`src/hw/rtl/sfrq_pkg.sv`:
```
// Shared types and constants for the smallest-first request queue.
package sfrq_pkg;

  localparam int KEY_W = 32;
  localparam int TAG_W = 16;
  localparam int LIM_W = 5;
  localparam int OCC_W = 5;

  localparam logic [LIM_W-1:0] LIMIT_RESET = 5'd16;

  localparam logic OPC_INSERT = 1'b0;
  localparam logic OPC_REMOVE = 1'b1;

  typedef enum logic [1:0] {
    ST_INSERTED = 2'd0,
    ST_REMOVED  = 2'd1,
    ST_FULL     = 2'd2,
    ST_EMPTY    = 2'd3
  } status_t;

  typedef struct packed {
    logic [KEY_W-1:0] key;
    logic [TAG_W-1:0] tag;
  } entry_t;

  // Broadcast to every cell for one accepted beat.
  typedef struct packed {
    logic   insert;
    logic   remove;
    entry_t ins;
  } cell_ctl_t;

endpackage

```
`src/hw/rtl/smallest_first_request_queue.sv`:
```
// Top level: sorted chain of cells with count, capacity register and result register.
//
// Channel   | Direction | Handshake            | Payload
// ----------+-----------+----------------------+----------------------------------------
// command   | in        | start, busy          | opcode, size_key, request_tag
// result    | out       | done (one cycle)     | status, out_size, out_tag, occupancy
// config    | in        | cfg_we               | cfg_wdata (capacity limit)
//
// All cells compare and shift in parallel on each operation, so a
// command may be started on every clock and its result shows on done the next cycle.
// busy stays low; the cell row is updated in the same edge that takes the command.
// rst (synchronous) clears the entry count, the result strobe and sets the limit to 16.
// The receiver cannot stall: done flags each result for exactly one cycle.
module smallest_first_request_queue
  import sfrq_pkg::*;
#(
  parameter int DEPTH = 16
) (
  input  logic             clk,
  input  logic             rst,
  input  logic             start,
  output logic             busy,
  input  logic             opcode,
  input  logic [KEY_W-1:0] size_key,
  input  logic [TAG_W-1:0] request_tag,
  output logic             done,
  output logic [1:0]       status,
  output logic [KEY_W-1:0] out_size,
  output logic [TAG_W-1:0] out_tag,
  output logic [OCC_W-1:0] occupancy,
  input  logic             cfg_we,
  input  logic [LIM_W-1:0] cfg_wdata
);

  localparam int CNT_W = $clog2(DEPTH + 1);
  localparam int CMP_W = (CNT_W > LIM_W) ? CNT_W : LIM_W;
  localparam int EXT_W = (CNT_W > OCC_W) ? CNT_W : OCC_W;

  logic [CNT_W-1:0] count;
  logic [CNT_W-1:0] count_next;
  logic [LIM_W-1:0] capacity_limit;

  logic             accept;
  logic             full;
  logic             empty;
  cell_ctl_t        ctl;
  status_t          status_next;

  entry_t           cell_data [DEPTH];
  logic [DEPTH-1:0] cell_gt;
  logic [DEPTH-1:0] cell_occ;

  assign busy   = 1'b0;
  assign accept = start && !busy;
  assign empty  = (count == '0);
  assign full   = (CMP_W'(count) >= CMP_W'(capacity_limit)) || (count == CNT_W'(DEPTH));

  always_comb begin
    ctl.insert  = accept && (opcode == OPC_INSERT) && !full;
    ctl.remove  = accept && (opcode == OPC_REMOVE) && !empty;
    ctl.ins.key = size_key;
    ctl.ins.tag = request_tag;
  end

  always_comb begin
    count_next = count;
    priority if (ctl.insert) begin
      count_next = count + 1'b1;
    end else if (ctl.remove) begin
      count_next = count - 1'b1;
    end else begin
      count_next = count;
    end
  end

  always_comb begin
    if (opcode == OPC_INSERT) begin
      status_next = full ? ST_FULL : ST_INSERTED;
    end else begin
      status_next = empty ? ST_EMPTY : ST_REMOVED;
    end
  end

  // Row of cells: each looks at its left neighbour on insert, its right on remove.
  for (genvar i = 0; i < DEPTH; i++) begin : g_cell
    entry_t left_d;
    entry_t right_d;
    logic   left_g;

    assign cell_occ[i] = (CNT_W'(i) < count);

    if (i == 0) begin : g_head
      assign left_d = ctl.ins;
      assign left_g = 1'b0;
    end else begin : g_body
      assign left_d = cell_data[i-1];
      assign left_g = cell_gt[i-1];
    end

    if (i == DEPTH - 1) begin : g_tail
      assign right_d = cell_data[i];
    end else begin : g_mid
      assign right_d = cell_data[i+1];
    end

    sfrq_cell u_cell (
      .clk     (clk),
      .ctl     (ctl),
      .occ     (cell_occ[i]),
      .left    (left_d),
      .left_gt (left_g),
      .right   (right_d),
      .data    (cell_data[i]),
      .gt      (cell_gt[i])
    );
  end

  always_ff @(posedge clk) begin
    if (rst) begin
      count          <= '0;
      capacity_limit <= LIMIT_RESET;
      done           <= 1'b0;
    end else begin
      count <= count_next;
      done  <= accept;
      if (cfg_we) begin
        capacity_limit <= cfg_wdata;
      end
    end
  end

  // Result register: loaded on each accepted beat and held until the next one.
  always_ff @(posedge clk) begin
    if (accept) begin
      status    <= status_next;
      out_size  <= ctl.remove ? cell_data[0].key : '0;
      out_tag   <= ctl.remove ? cell_data[0].tag : '0;
      occupancy <= OCC_W'(EXT_W'(count_next));
    end
  end

  a_done_follows: assert property (@(posedge clk) disable iff (rst)
    accept |=> done)
    else $error("result strobe missing after accepted command");

  a_insert_count: assert property (@(posedge clk) disable iff (rst)
    (done && (status == ST_INSERTED)) |-> (count == CNT_W'($past(count) + 1'b1)))
    else $error("insert did not grow the count by one");

  a_reject_zero: assert property (@(posedge clk) disable iff (rst)
    (done && (status != ST_REMOVED)) |-> ((out_size == '0) && (out_tag == '0)))
    else $error("payload not zero on a beat without removed data");

  a_head_sorted: assert property (@(posedge clk) disable iff (rst)
    (count >= CNT_W'(2)) |-> !(cell_data[1].key < cell_data[0].key))
    else $error("head of queue is not the smallest key");

  a_count_bound: assert property (@(posedge clk) disable iff (rst)
    count <= CNT_W'(DEPTH))
    else $error("entry count beyond depth");

endmodule

```
`src/hw/rtl/sfrq_cell.sv`:
```
// One slot of the sorted chain: compare with the incoming key, shift up or down.
module sfrq_cell
  import sfrq_pkg::*;
(
  input  logic      clk,
  input  cell_ctl_t ctl,
  input  logic      occ,
  input  entry_t    left,
  input  logic      left_gt,
  input  entry_t    right,
  output entry_t    data,
  output logic      gt
);

  entry_t data_next;

  // An empty slot counts as greater so the new entry lands at the tail.
  assign gt = !occ || (ctl.ins.key < data.key);

  always_comb begin
    data_next = data;
    priority if (ctl.insert) begin
      if (gt) begin
        data_next = left_gt ? left : ctl.ins;
      end
    end else if (ctl.remove) begin
      data_next = right;
    end else begin
      data_next = data;
    end
  end

  always_ff @(posedge clk) begin
    data <= data_next;
  end

endmodule
```
`config.mk`:
```
export PLATFORM = sky130hd
export DESIGN_NAME = smallest_first_request_queue
export DESIGN_NICKNAME = d
export VERILOG_FILES = /design/src/hw/rtl/sfrq_pkg.sv /design/src/hw/rtl/smallest_first_request_queue.sv /design/src/hw/rtl/sfrq_cell.sv
export SDC_FILE = /design/constraint.sdc
export NUM_CORES = 2
export LEC_CHECK = 0
export ABC_AREA = 1
export BUFFER_PORTS_ARGS = -buffer_cell sky130_fd_sc_hd__buf_4
export CORE_MARGIN = 1
export CORE_UTILIZATION = 64
export CTS_CLUSTER_SIZE = 24
export DETAILED_ROUTE_END_ITERATION = 12
export PLACE_DENSITY = 0.83
export SLEW_MARGIN = 30
export SYNTH_ARGS = -nofsm -noshare
export SYNTH_HDL_FRONTEND = slang
export SYNTH_SLANG_ARGS = --single-unit
```
`constraint.sdc`:
```
create_clock -name clk -period 5.5 [get_ports clk]
set_input_delay 0.275 -clock clk [delete_from_list [all_inputs] [get_ports clk]]
set_output_delay 0.275 -clock clk [all_outputs]
set_load 0.02 [all_outputs]
```
==> results.sh <==
export IMPL_setup_violations=0
export IMPL_placementRows=106
export IMPL_p_int_w=0.0166
export IMPL_synth_edf_count=823
export IMPL_die_area_sq_um=86700
export IMPL_die_h_um=294
export IMPL_synth_cell_area_sq_um=54800
export IMPL_skew_ns=0.0206
export IMPL_io_pins=115
export IMPL_drc_errors=0
export IMPL_final_util_pct=70.9
export IMPL_grt_overflow=0
export IMPL_critPathCapture="g_cell[14].u_cell.data[23]"
export IMPL_status="finished clean"
export IMPL_syn_num_nets=7829
export IMPL_post_route_period_util_pct=69.9
export IMPL_coreArea_sq_um=84200
export IMPL_hold_viol=0
export IMPL_viasPerCell=5.48
export IMPL_postRouteAntennaNets=0
export IMPL_grt_util_all_layers_pct=31.9
export IMPL_clkLatencyLatePin_ns=0.66
export IMPL_antenna_cells=0
export IMPL_io_buffers=113
export IMPL_crit_type="reg2reg"
export IMPL_grt_pass1_wl_um=225000
export IMPL_fmax_mhz=260
export IMPL_wl_per_cell_um=16.4
export IMPL_cp_required_ns=5.78
export IMPL_min_path_type="in2reg"
export IMPL_synth_xor_area_share_pct=0.0800
export IMPL_setup_slack_ns=1.65
export IMPL_rsz0062_at_grt="no"
export IMPL_yosys_warnings=0
export IMPL_tightest_slew_ns=0.975
export IMPL_synthSimpleGateAreaFrac_pct=30.5
export IMPL_route_vias_total=46400
export IMPL_synth_area_per_cell_sq_um=7.53
export IMPL_die_w_um=294
export IMPL_start_util_pct=65.0
export IMPL_r2r_slack_ns=1.65
export IMPL_first_global_vias=44000
export IMPL_path_max_fanout=45
export IMPL_drt_initial_drc_count=5318
export IMPL_cts_htree_levels=3
export IMPL_clkTransAtPathRegs_ns=0.06
export IMPL_max_slew_margin_rel_pct=34.3
export IMPL_synthMuxAreaShare_pct=0
export IMPL_drt_first_pass_iters=6
export IMPL_tns_ns=0
export IMPL_cap_violations=0
export IMPL_cts_root_buf="clkbuf_16"
export IMPL_grt_antenna_before_repair=0
export IMPL_grt_max_degree=231
export IMPL_end_kind="flip-flop"
export IMPL_nets=7809
export IMPL_synth_top_family_by_area="simple AND/OR/NAND/NOR gates"
export IMPL_synthArstFlopShare_pct=0
export IMPL_wirelength_um=139000
export IMPL_cts_sinks=834
export IMPL_p_per_area_nw_per_um2=445
export IMPL_synthAdderAreaFrac_pct=11.5
export IMPL_areaGrowthSynthToFinish_pct=9.00
export IMPL_synth_main_ff_cell="edfxtp_1"
export IMPL_seq_area_sq_um=24900
export IMPL_synth_distinct_cells=35
export IMPL_drive_gt1_share_pct=5.52
export IMPL_worst_r2r_path_depth=11
export IMPL_multi_input_area_sq_um=25300
export IMPL_hpwlAfterDp_um=99300
export IMPL_ys_seq_area_share_pct=45.5
export IMPL_synth_seq_cells=834
export IMPL_p_leak_nw=34.3
export IMPL_power_switching_w=0.0100
export IMPL_timing_rr_start="count[4]"
export IMPL_worstPathArrival_ns=4.12
export IMPL_ir_drop_mv=0.270
export IMPL_critPathLaunch="count[4]"
export IMPL_start_kind="flip-flop"
export IMPL_n_fill_cell=6402
export IMPL_power_frac_seq_pct=39.4
export IMPL_p_clk_share_pct=24.5
export IMPL_cts_tree="done"
export IMPL_clockBufferDepth=3
export IMPL_dpl_worst_slack_ns=1.70
export IMPL_synth_compound_area_share_pct=3.80
export IMPL_drv_slew=0
export IMPL_post_route_min_period_ns=3.85
export IMPL_p_comb_share_pct=36.1
export IMPL_post_cts_buffers=0
export IMPL_syn_inst=7267
export IMPL_reg2reg_to="g_cell[14].u_cell.data[23]"
export IMPL_place_gp_congestion=0.895
export IMPL_swShare_pct=37.7
export IMPL_cts_inserted_buffers=91
==> repair_timing <==
action                     CTS  global route
setup endpoints to repair    0             0
resized for setup            0             0
hold buffers                24             0
hold endpoints to repair    29             0
==> metrics by stage <==
| step | hold WS [ns] | total power (W) | instance area (sq um) | instances |
|---|---|---|---|---|
| floorplan | 0.374 | 0.0172 | 54800 | 7267 |
| global placement | 0.456 | 0.0193 | 56200 | 8263 |
| detailed placement | 0.464 | 0.0198 | 56300 | 8263 |
| CTS | 0.000604 | 0.0264 | 59700 | 8458 |
| global route | 0.0545 | 0.0283 | 59700 | 8459 |
| finish | 0.0254 | 0.0266 | 59700 | 8459 |
==> critical path, stage by stage (launching register included) <==
cell and delay [ns]:
dfxtp_1 0.55, ha_1 0.34, a21o_1 0.19, a31oi_1 0.13, nand4_1 0.11, nor2_1 0.32, nand2_8 0.13, inv_6 0.31
buf_4 0.48, nand2_1 0.14, nand2_2 0.13, buf_4 0.57
==> power by group through the flow <==
stage | Combinational [W] | Sequential, W | Clock (W)
2_1_floorplan | 0.00684 | 0.0104 | 0
3_3_place_gp | 0.00886 | 0.0105 | 0
3_5_place_dp | 0.00929 | 0.0105 | 0
4_1_cts | 0.00945 | 0.0104 | 0.00654
5_1_grt | 0.0109 | 0.0106 | 0.00678
6_report | 0.00961 | 0.0105 | 0.00651
==> final cells by class <==
| type | instances | area share [%] |
|---|---|---|
| multi-input cells | 5266 | 42.5 |
| clock buffers | 106 | 3.95 |
| inverters | 865 | 5.45 |
| well taps | 1134 | 2.38 |
| repair buffers | 189 | 2.66 |
| clock inverters | 65 | 1.33 |
| flip-flops and latches | 834 | 41.8 |
==> cell usage after synthesis (23+ instances only) <==
cell / instances / share of area, %
clkbuf_1: 145 / 0.99
a21oi_1: 249 / 2.3
nand3_1: 88 / 0.80
o21ai_0: 124 / 1.1
buf_2: 121 / 1.1
inv_1: 863 / 5.9
edfxtp_1: 823 / 45
nor3_1: 29 / 0.27
nand2_2: 37 / 0.42
ha_1: 504 / 12
nand4_1: 23 / 0.26
nor2_1: 180 / 1.2
nand2_1: 3982 / 27
==> placed cells by master, fill, tap and decap left out, types with 2 or more instances in the layout <==
cell / netlist / layout
nor2_1: 180 / 180
clkinvlp_4: 0 / 9
inv_1: 863 / 863
buf_12: 1 / 7
nand2_1: 3982 / 3936
edfxtp_1: 823 / 823
clkinv_1: 0 / 14
nand4_1: 23 / 23
xor2_1: 5 / 5
bufinv_16: 0 / 17
buf_4: 17 / 156
o211ai_1: 5 / 5
clkbuf_1: 145 / 14
nor3_1: 29 / 29
o21a_1: 12 / 12
nand2_2: 37 / 77
clkinv_4: 0 / 2
o21ai_1: 1 / 2
clkbuf_16: 0 / 92
inv_6: 0 / 6
nand3b_1: 3 / 3
a211oi_1: 3 / 3
clkinv_2: 0 / 17
dlygate4sd3_1: 0 / 24
nand2_4: 8 / 13
a31oi_1: 3 / 3
a21oi_1: 249 / 248
nor4_1: 2 / 2
dfxtp_1: 11 / 11
ha_1: 504 / 504
nand3_1: 88 / 88
o21ai_0: 124 / 123
a41oi_1: 2 / 2
a21o_1: 2 / 2
==> worst min-delay path by stage <==
stage | from | to | slack (ns) | cells past startpoint
after global routing | request_tag[14] | g_cell[15].u_cell.data[14] | 0.05 | 3
after global placement | capacity_limit[2] | capacity_limit[2] | 0.46 | 2
final | request_tag[14] | g_cell[15].u_cell.data[14] | 0.03 | 3
after detailed placement | capacity_limit[2] | capacity_limit[2] | 0.46 | 2
after floorplan | opcode | status[0] | 0.37 | 0
after CTS | request_tag[14] | g_cell[15].u_cell.data[14] | 0.0006 | 3
==> routing by layer <==
metal / global-route usage (%) / vias to the layer above / routed length (um)
met5: 0 / - / 0
met4: 8.89 / 0 / 3270
met3: 4.18 / 235 / 14000
met2: 50.4 / 2432 / 61700
met1: 46.1 / 21000 / 60000
li1: - / 22700 / -
==> logic make-up after synthesis <==
logic type / count (synthesis)
AND/OR/NAND/NOR: 4354
flip-flops: 834
AO/OA/AOI/OAI: 402
adder cells (fa/ha/maj): 504
buffers and inverters: 1167
XOR/XNOR: 5
other: 1
==> flip-flops by register name, summed over array words and instances, names as in the netlist <==
signal / flops
out_tag: 16
out_size: 32
done: 1
capacity_limit: 5
g_cell.u_cell.data: 768
status: 2
occupancy: 5
count: 5
(Power assumes the default switching activity.)
